**src/hdl/mcstb_pkg.sv**
```systemverilog
// Shared types and constants for the soft timer bank.
// Depends on nothing; used by the interfaces, the timer ALU and the core.
package mcstb_pkg;

    localparam int NUM_TIMERS_DEF = 16;
    localparam int VALUE_W        = 32;
    localparam int INDEX_W        = 4;

    typedef enum logic [2:0] {
        ACT_ALLOC      = 3'd0,
        ACT_READ_CLEAR = 3'd1,
        ACT_READ_PER   = 3'd2,
        ACT_READ_CNT   = 3'd3,
        ACT_SET_PER    = 3'd4,
        ACT_DISABLE    = 3'd5,
        ACT_ENABLE     = 3'd6,
        ACT_TICK       = 3'd7
    } action_t;

    typedef struct packed {
        logic [2:0]         action;
        logic [INDEX_W-1:0] timer_index;
        logic [VALUE_W-1:0] value;
        logic               periodic;
    } req_word_t;

    typedef struct packed {
        logic [VALUE_W-1:0] read_value;
        logic               flag_was_set;
        logic               any_expired;
        logic [INDEX_W-1:0] expired_index;
        logic               alloc_failed;
    } rsp_word_t;

    typedef struct packed {
        logic [VALUE_W-1:0] count;
        logic               expired;
    } alu_res_t;

endpackage

```
**src/hdl/mcstb_req_if.sv**
```systemverilog
// Request channel: valid/ready handshake carrying one request word.
// Depends on mcstb_pkg.
interface mcstb_req_if;
    logic                  valid;
    logic                  ready;
    mcstb_pkg::req_word_t  data;

    modport source (output valid, output data, input ready);
    modport sink   (input valid, input data, output ready);
endinterface

```
**src/hdl/mcstb_rsp_if.sv**
```systemverilog
// Response channel: valid/ready handshake carrying one result word.
// Depends on mcstb_pkg.
interface mcstb_rsp_if;
    logic                  valid;
    logic                  ready;
    mcstb_pkg::rsp_word_t  data;

    modport source (output valid, output data, input ready);
    modport sink   (input valid, input data, output ready);
endinterface

```
**src/hdl/mcstb_timer_alu.sv**
```systemverilog
// Shared per-timer update unit: active test, decrement, expiry and reload.
// Depends on mcstb_pkg.
module mcstb_timer_alu
(
    input  logic [mcstb_pkg::VALUE_W-1:0] count,
    input  logic [mcstb_pkg::VALUE_W-1:0] period,
    input  logic                          mode,
    output mcstb_pkg::alu_res_t           res
);

    logic                          active;
    logic [mcstb_pkg::VALUE_W-1:0] dec;

    assign active = (count != '0) && (count <= period);
    assign dec    = count - mcstb_pkg::VALUE_W'(1);

    always_comb
    begin
        res.expired = active && (dec == '0);
        if (res.expired)
        begin
            res.count = mode ? period : '0;
        end
        else if (active)
        begin
            res.count = dec;
        end
        else
        begin
            res.count = count;
        end
    end

endmodule

```
**src/hdl/multi_channel_soft_timer_bank_core.sv**
```systemverilog
// Soft timer bank top level: request decode, timer stores, tick walker, result register.
// Depends on mcstb_pkg, mcstb_req_if, mcstb_rsp_if and mcstb_timer_alu.
//
//  channel | dir | word                                         | handshake
//  req     | in  | action, timer_index, value, periodic         | valid/ready
//  rsp     | out | read_value, flag_was_set, any_expired,       | valid/ready
//          |     | expired_index, alloc_failed                  |
//
// Non-tick words: accepted in S_IDLE, executed in S_EXEC; the result is registered from S_EXEC.
// Tick: accepted in S_IDLE, then S_WALK visits timers 0 up to highest_reg (the highest allocated index,
// 0 after reset), one timer per cycle through the single shared timer ALU.
// One word in flight; req.ready is high in idle while the result register is empty
// or being drained. A stalled rsp holds its word and blocks the next request.
// Reset is asynchronous and clears all timer state; no clearing pass.
module multi_channel_soft_timer_bank_core
#(
    parameter int NUM_TIMERS = mcstb_pkg::NUM_TIMERS_DEF
)
(
    input  logic               clk,
    input  logic               rst_n,
    mcstb_req_if.sink          req,
    mcstb_rsp_if.source        rsp
);

    localparam int IDX_W = (NUM_TIMERS > 1) ? $clog2(NUM_TIMERS) : 1;
    localparam int CNT_W = $clog2(NUM_TIMERS + 1);
    localparam int VW    = mcstb_pkg::VALUE_W;

    typedef enum logic [2:0] {
        S_IDLE = 3'b001,
        S_EXEC = 3'b010,
        S_WALK = 3'b100
    } state_t;

    state_t                state_reg, state_next;
    mcstb_pkg::req_word_t  op_reg;
    logic [CNT_W-1:0]      next_free_reg, next_free_next;
    logic [IDX_W-1:0]      highest_reg, highest_next;
    logic [IDX_W-1:0]      walk_idx_reg, walk_idx_next;
    logic                  any_reg, any_next;
    logic [IDX_W-1:0]      xidx_reg, xidx_next;
    logic                  out_valid_reg, out_valid_next;
    mcstb_pkg::rsp_word_t  out_reg, out_next;

    logic [VW-1:0]         period_reg [NUM_TIMERS];
    logic [VW-1:0]         count_reg  [NUM_TIMERS];
    logic                  mode_reg   [NUM_TIMERS];
    logic                  flag_reg   [NUM_TIMERS];

    logic                  req_fire;
    logic                  idx_ok;
    logic                  bank_free;
    logic [IDX_W-1:0]      ix;
    logic [IDX_W-1:0]      nf_ix;
    mcstb_pkg::action_t    act;
    mcstb_pkg::alu_res_t   alu_res;
    mcstb_pkg::rsp_word_t  exec_res;

    assign req.ready = (state_reg == S_IDLE) && (!out_valid_reg || rsp.ready);
    assign req_fire  = req.valid && req.ready;
    assign rsp.valid = out_valid_reg;
    assign rsp.data  = out_reg;

    assign act       = mcstb_pkg::action_t'(op_reg.action);
    assign idx_ok    = 32'(op_reg.timer_index) < 32'(NUM_TIMERS);
    assign bank_free = 32'(next_free_reg) < 32'(NUM_TIMERS);
    assign ix        = IDX_W'(op_reg.timer_index);
    assign nf_ix     = IDX_W'(next_free_reg);

    mcstb_timer_alu u_alu
    (
        .count  (count_reg[walk_idx_reg]),
        .period (period_reg[walk_idx_reg]),
        .mode   (mode_reg[walk_idx_reg]),
        .res    (alu_res)
    );

    always_comb
    begin
        exec_res = '0;
        case (act)
            mcstb_pkg::ACT_ALLOC:
            begin
                if (bank_free)
                begin
                    exec_res.read_value = VW'(next_free_reg);
                end
                else
                begin
                    exec_res.alloc_failed = 1'b1;
                end
            end
            mcstb_pkg::ACT_READ_CLEAR:
            begin
                exec_res.flag_was_set = idx_ok && flag_reg[ix];
            end
            mcstb_pkg::ACT_READ_PER:
            begin
                if (idx_ok)
                begin
                    exec_res.read_value = period_reg[ix];
                end
            end
            mcstb_pkg::ACT_READ_CNT:
            begin
                if (idx_ok)
                begin
                    exec_res.read_value = count_reg[ix];
                end
            end
            default:
            begin
                exec_res = '0;
            end
        endcase
    end

    always_comb
    begin
        state_next     = state_reg;
        next_free_next = next_free_reg;
        highest_next   = highest_reg;
        walk_idx_next  = walk_idx_reg;
        any_next       = any_reg;
        xidx_next      = xidx_reg;
        out_valid_next = out_valid_reg;
        out_next       = out_reg;

        if (out_valid_reg && rsp.ready)
        begin
            out_valid_next = 1'b0;
        end

        case (state_reg)
            S_IDLE:
            begin
                if (req_fire)
                begin
                    walk_idx_next = '0;
                    any_next      = 1'b0;
                    xidx_next     = '0;
                    if (mcstb_pkg::action_t'(req.data.action) == mcstb_pkg::ACT_TICK)
                    begin
                        state_next = S_WALK;
                    end
                    else
                    begin
                        state_next = S_EXEC;
                    end
                end
            end
            S_EXEC:
            begin
                if ((act == mcstb_pkg::ACT_ALLOC) && bank_free)
                begin
                    highest_next   = nf_ix;
                    next_free_next = next_free_reg + CNT_W'(1);
                end
                out_next       = exec_res;
                out_valid_next = 1'b1;
                state_next     = S_IDLE;
            end
            S_WALK:
            begin
                if (alu_res.expired)
                begin
                    any_next  = 1'b1;
                    xidx_next = walk_idx_reg;
                end
                if (walk_idx_reg == highest_reg)
                begin
                    out_next               = '0;
                    out_next.any_expired   = any_next;
                    out_next.expired_index = mcstb_pkg::INDEX_W'(xidx_next);
                    out_valid_next         = 1'b1;
                    state_next             = S_IDLE;
                end
                else
                begin
                    walk_idx_next = walk_idx_reg + IDX_W'(1);
                end
            end
            default:
            begin
                state_next = S_IDLE;
            end
        endcase
    end

    always_ff @(posedge clk or negedge rst_n)
    begin
        if (!rst_n)
        begin
            state_reg     <= S_IDLE;
            next_free_reg <= '0;
            highest_reg   <= '0;
            walk_idx_reg  <= '0;
            any_reg       <= 1'b0;
            xidx_reg      <= '0;
            out_valid_reg <= 1'b0;
        end
        else
        begin
            state_reg     <= state_next;
            next_free_reg <= next_free_next;
            highest_reg   <= highest_next;
            walk_idx_reg  <= walk_idx_next;
            any_reg       <= any_next;
            xidx_reg      <= xidx_next;
            out_valid_reg <= out_valid_next;
        end
    end

    always_ff @(posedge clk)
    begin
        out_reg <= out_next;
        if (req_fire)
        begin
            op_reg <= req.data;
        end
    end

    // timer stores
    always_ff @(posedge clk or negedge rst_n)
    begin
        if (!rst_n)
        begin
            for (int i = 0; i < NUM_TIMERS; i++)
            begin
                period_reg[i] <= '0;
                count_reg[i]  <= '0;
                mode_reg[i]   <= 1'b0;
                flag_reg[i]   <= 1'b0;
            end
        end
        else
        begin
            case (state_reg)
                S_EXEC:
                begin
                    case (act)
                        mcstb_pkg::ACT_ALLOC:
                        begin
                            if (bank_free)
                            begin
                                period_reg[nf_ix] <= op_reg.value;
                                count_reg[nf_ix]  <= op_reg.value;
                                mode_reg[nf_ix]   <= op_reg.periodic;
                                flag_reg[nf_ix]   <= 1'b0;
                            end
                        end
                        mcstb_pkg::ACT_READ_CLEAR:
                        begin
                            if (idx_ok)
                            begin
                                flag_reg[ix] <= 1'b0;
                            end
                        end
                        mcstb_pkg::ACT_SET_PER:
                        begin
                            if (idx_ok)
                            begin
                                period_reg[ix] <= op_reg.value;
                                count_reg[ix]  <= '0;
                            end
                        end
                        mcstb_pkg::ACT_DISABLE:
                        begin
                            if (idx_ok)
                            begin
                                count_reg[ix] <= '0;
                            end
                        end
                        mcstb_pkg::ACT_ENABLE:
                        begin
                            if (idx_ok)
                            begin
                                count_reg[ix] <= (op_reg.value != '0) ? op_reg.value
                                                                      : period_reg[ix];
                            end
                        end
                        default:
                        begin
                        end
                    endcase
                end
                S_WALK:
                begin
                    count_reg[walk_idx_reg] <= alu_res.count;
                    if (alu_res.expired)
                    begin
                        flag_reg[walk_idx_reg] <= 1'b1;
                    end
                end
                default:
                begin
                end
            endcase
        end
    end

`ifndef SYNTH
    a_walk_bound: assert property (@(posedge clk) disable iff (!rst_n)
        (state_reg == S_WALK) |-> (walk_idx_reg <= highest_reg))
        else $error("tick walk index past highest allocated timer");

    a_alloc_order: assert property (@(posedge clk) disable iff (!rst_n)
        (next_free_reg == '0) || (32'(highest_reg) < 32'(next_free_reg)))
        else $error("highest allocated index not below next free slot");

    a_free_bound: assert property (@(posedge clk) disable iff (!rst_n)
        32'(next_free_reg) <= 32'(NUM_TIMERS))
        else $error("next free slot beyond bank");

    a_accept_starts: assert property (@(posedge clk) disable iff (!rst_n)
        req_fire |=> ((state_reg == S_EXEC) || (state_reg == S_WALK)))
        else $error("accepted word did not start work");

    a_result_origin: assert property (@(posedge clk) disable iff (!rst_n)
        $rose(out_valid_reg) |-> $past((state_reg == S_EXEC) || (state_reg == S_WALK)))
        else $error("result raised outside of work completion");
`endif

endmodule

```
**src/flat_wrapper.sv**
```systemverilog
// flat-port wrapper written by rule: the top's interface ports become plain ports
module multi_channel_soft_timer_bank_core_flat 
#(
    parameter int NUM_TIMERS = mcstb_pkg::NUM_TIMERS_DEF
)
  (clk, rst_n, req_valid, req_data, req_ready, rsp_valid, rsp_data, rsp_ready);
  mcstb_req_if req_i ();
  mcstb_rsp_if rsp_i ();
  input  logic clk;
  input  logic rst_n;
  input wire logic [$bits(req_i.valid)-1:0] req_valid;
  input wire logic [$bits(req_i.data)-1:0] req_data;
  output wire logic [$bits(req_i.ready)-1:0] req_ready;
  output wire logic [$bits(rsp_i.valid)-1:0] rsp_valid;
  output wire logic [$bits(rsp_i.data)-1:0] rsp_data;
  input wire logic [$bits(rsp_i.ready)-1:0] rsp_ready;
  assign req_i.valid = req_valid;
  assign req_i.data = req_data;
  assign req_ready = req_i.ready;
  assign rsp_valid = rsp_i.valid;
  assign rsp_data = rsp_i.data;
  assign rsp_i.ready = rsp_ready;
  multi_channel_soft_timer_bank_core #(.NUM_TIMERS(NUM_TIMERS)) u_core (.clk(clk), .rst_n(rst_n), .req(req_i), .rsp(rsp_i));
endmodule
```
**config.mk**
```make
export PLATFORM = sky130hd
export DESIGN_NAME = multi_channel_soft_timer_bank_core_flat
export DESIGN_NICKNAME = d
export VERILOG_FILES = /design/src/hdl/mcstb_pkg.sv /design/src/hdl/mcstb_req_if.sv /design/src/hdl/mcstb_rsp_if.sv /design/src/hdl/mcstb_timer_alu.sv /design/src/hdl/multi_channel_soft_timer_bank_core.sv /design/src/flat_wrapper.sv
export SDC_FILE = /design/constraint.sdc
export NUM_CORES = 2
export LEC_CHECK = 0
export BUFFER_PORTS_ARGS = -buffer_cell sky130_fd_sc_hd__buf_2
export CORE_MARGIN = 2
export CORE_UTILIZATION = 45
export DETAILED_ROUTE_END_ITERATION = 6
export MAX_ROUTING_LAYER = met4
export PLACE_DENSITY = 0.58
export SKIP_LAST_GASP = 1
export SLEW_MARGIN = 10
export SYNTH_ARGS = -nofsm -noshare
export SYNTH_HDL_FRONTEND = slang
export SYNTH_SLANG_ARGS = --single-unit
```
**constraint.sdc**
```tcl
create_clock -name clk -period 18.85 [get_ports clk]
set_clock_uncertainty 0.05 [all_clocks]
set_input_delay 2.8275 -clock clk [delete_from_list [all_inputs] [get_ports clk]]
set_output_delay 2.8275 -clock clk [all_outputs]
set_load 0.01 [all_outputs]
```
==> reports/results.ini <==
[sta]
timing_worst_slew_pin_value_ns = 1.26
hold_viol_final = 0
period_share = 0.477
fin_worst_hold_slack_ns = 0.452
max_freq_ghz = 0.111
unrepaired_setup_endpoints_after_global_routing = false
setup_violations = 0
finalCriticalPeriod_ns = 9.00
slew_headroom = 0.159
final_number_of_max_transition_violations = 0
finalSetupTns_ns = 0

[global_route]
antenna_found_initial = 20
global_routing_usage_summed_across_all_routing_layers = 0.390
grt-ovfl-total = 0
grt_pass1_vias = 61600
grt_first_pass_wirelength_mm = 458
pin_count_of_the_biggest_net_entering_global_routing = 178

[power]
p_leak_nw = 31.6
power.total_mw = 8.96
netSwitchingPower_mw = 3.35
power.clock.fraction = 0.311
internal_power_mw = 5.61
power-per-cell-area_nw_per_um2 = 111
pwr-share-seq = 0.357
power_switching_share = 0.374
power.ir.vdd_worst_mv = 0.116
share_comb_of_total_power = 0.332

[placed_design]
portBuffers = 84
dpl.hpwl_mm = 175
placement.cell_area_um2 = 76200
routabilityCongestion = 1.00

[floorplanning]
start_util = 0.454
die_h_um = 409
coreArea_um2 = 163000
die_width_um = 409
fp-row-count = 148
io_count = 85
die_ar_um2 = 168000

[critical_path]
critPathLaunch = u_core.walk_idx_reg[0]
worst-setup-path-type = reg -> reg
required_ns = 19.49
critical-path-slowest-cell = sky130_fd_sc_hd__dfrtp_4
worst_setup_path_end_kind = flip-flop
r2r-start = u_core.walk_idx_reg[0]
worstPathMaxFanout = 84
worst-r2r-setup-slack_ns = 9.85
crit-reg2reg-capture = u_core.count_reg[64]
critical_path.max_stage_delay_ns = 0.93
cp_cell_sequence = buf_12 -> buf_12 -> buf_4 -> mux4_2 -> a22oi_1 -> nand2_1 -> ha_1 -> a21o_1 -> a21o_1 -> a21o_1 -> a211oi_1 -> o21ai_0 -> a2111oi_0 -> a21oi_2 -> or2_2 -> nor4_4 -> buf_4 -> buf_4 -> mux2_2 -> o21ai_0
critPathCapture = u_core.count_reg[64]
r2r.worst_path.cells = 20
cp-start-kind = flip-flop
critPathArrivalTime_ns = 9.64

[yosys]
synthFlopType = sky130_fd_sc_hd__dfrtp_1
synth_warnings = 0
postSynthRegisterBits = 1157
asyncSetResetFlopFracSynth = 0.932
syn_area_per_cell_um2 = 11.1
synthesis.instances = 6666
synthesis.nets = 6753
netlist_area_um2 = 74000
synth-edff-count = 79
sequential_element_share_of_the_synthesized_area = 0.397
synth_cell_type_count = 67

[clock_tree]
clock_tree.root_cell = sky130_fd_sc_hd__clkbuf_16
post-cts-setup-buffers = 0
clk_latency_ns = 0.84
cts_tree = built
cts.reportedPaths.clkPinSlew_ns = 0.06
post_cts_hold_buffer_count = 0
post_cts.resized_instances = 0
numCtsBuffers = 138
htree_num_levels = 4
clock_sinks = 1157
clk_path_buf_depth = 3

[layout]
final_core_utilization = 0.496
drive_above_1_share = 0.289
area_growth_syn_to_layout_pct = 9.38
stdcell_area_um2 = 80900
finalNetCount = 6310

[routing]
avgRoutedWirePerCell_um = 37.9
route.detailed.drc = 1
detail_route.vias_per_cell = 7.54
drt_first_pass_iters = 7
via_count = 64300
detail_route.iter0.violations = 10200
ant_nets = 0
final_wirelength_mm = 323

[outcome]
failed_checks = design-rule violations
run_status = finished with violations

[worst_hold_path]
worstHoldPathType = reg -> reg
holdCritStartpoint = u_core.any_reg

[run]
drv_cap = 0

## worst min-delay path by stage
stage,endpoint,slack (ns),cells past startpoint
floorplan,u_core.flag_reg[9],0.40,1
global route,u_core.any_reg,0.46,1
global placement,u_core.flag_reg[7],0.42,1
detailed placement,u_core.flag_reg[7],0.43,1
CTS,u_core.flag_reg[7],0.45,1
finish,u_core.any_reg,0.45,1
## cell families (layout without fill, tap and decap cells)
logic type | after synthesis | after routing | synth area share
and+or+nand+nor | 987 | 987 | 0.0578
AOI/OAI and AO/OA | 2349 | 2349 | 0.213
adders and majority gates | 43 | 43 | 0.00727
muxes | 1166 | 1166 | 0.272
DFF | 1157 | 1157 | 0.397
buffers and inverters | 918 | 583 | 0.0479
other | 0 | 28 | 0
xor gates and xnor gates | 46 | 46 | 0.00545
## power by group through the flow
stage,Clock (mW),Sequential [mW],Combinational (mW)
after detailed placement,0,3.23,2.84
after global routing,2.90,3.25,3.07
after global placement,0,3.20,2.80
after CTS,2.80,3.19,2.85
final,2.79,3.20,2.98
after floorplan,0,3.13,1.88
## through the flow
stage | std cells | worst slack (ns)
3_3_place_gp | 8258 | 9.74
2_1_floorplan | 6666 | 11.98
6_report | 8534 | 9.85
3_5_place_dp | 8258 | 9.81
5_1_grt | 8527 | 9.28
4_1_cts | 8506 | 9.72
## area by class of cell
class | instances | area (um2)
fillers | 14500 | 82000
diodes | 28 | 70.1
clock buffers | 208 | 4070
clock inverters | 40 | 539
repair buffers | 280 | 2040
multi-input cells | 4591 | 41900
inverters | 55 | 209
flip-flops and latches | 1157 | 29400
well taps | 2175 | 2720
## cell usage after synthesis (32+ instances only)
cell | count | share of area
sky130_fd_sc_hd__o21ai_0 | 1063 | 0.072
sky130_fd_sc_hd__nor2_1 | 129 | 0.0065
sky130_fd_sc_hd__inv_1 | 54 | 0.0027
sky130_fd_sc_hd__mux4_2 | 621 | 0.19
sky130_fd_sc_hd__a21oi_1 | 89 | 0.0060
sky130_fd_sc_hd__ha_1 | 43 | 0.0073
sky130_fd_sc_hd__mux2_2 | 534 | 0.081
sky130_fd_sc_hd__clkbuf_1 | 751 | 0.038
sky130_fd_sc_hd__a22o_1 | 512 | 0.061
sky130_fd_sc_hd__or2_2 | 38 | 0.0032
sky130_fd_sc_hd__dfrtp_1 | 1077 | 0.36
sky130_fd_sc_hd__buf_1 | 79 | 0.0040
sky130_fd_sc_hd__nor4_1 | 32 | 0.0027
sky130_fd_sc_hd__nand3_1 | 47 | 0.0032
sky130_fd_sc_hd__edfxtp_1 | 79 | 0.032
sky130_fd_sc_hd__nand2_1 | 629 | 0.032
sky130_fd_sc_hd__a22oi_1 | 584 | 0.059
## metal layers
layer / global-route usage / share of wire / vias up / wire (um)
met5: - / 0 / - / 0
met4: 0.228 / 0.069 / 0 / 22400
met3: 0.153 / 0.14 / 1451 / 45300
met2: 0.544 / 0.43 / 5168 / 139000
met1: 0.479 / 0.36 / 32800 / 117000
li1: - / - / 24900 / -
## placed cells by master, fill, tap and decap left out, types with 28 or more instances in the layout
cell type,n
sky130_fd_sc_hd__mux4_2,620
sky130_fd_sc_hd__a21oi_1,86
sky130_fd_sc_hd__inv_1,52
sky130_fd_sc_hd__clkbuf_8,31
sky130_fd_sc_hd__mux2_2,534
sky130_fd_sc_hd__a22o_1,512
sky130_fd_sc_hd__or2_2,38
sky130_fd_sc_hd__nor4_1,32
sky130_fd_sc_hd__o21ai_0,1062
sky130_fd_sc_hd__buf_2,83
sky130_fd_sc_hd__ha_1,43
sky130_fd_sc_hd__nor2_4,34
sky130_fd_sc_hd__dfrtp_1,1074
sky130_fd_sc_hd__nor2_1,95
sky130_fd_sc_hd__clkbuf_1,37
sky130_fd_sc_hd__clkbuf_16,140
sky130_fd_sc_hd__diode_2,28
sky130_fd_sc_hd__nand2_1,605
sky130_fd_sc_hd__edfxtp_1,79
sky130_fd_sc_hd__buf_4,185
sky130_fd_sc_hd__a22oi_1,584
## critical path: cells and delay by family (launching register included)
family                   cells  cell delay, ns
adder cells (fa/ha/maj)      1            0.27
flip-flops                   1            0.93
multiplexers                 2            1.15
buffers and inverters        5            3.16
AO/OA/AOI/OAI                9            2.00
AND/OR/NAND/NOR              3            1.07
No activity file was read; power rests on OpenSTA's default activity.
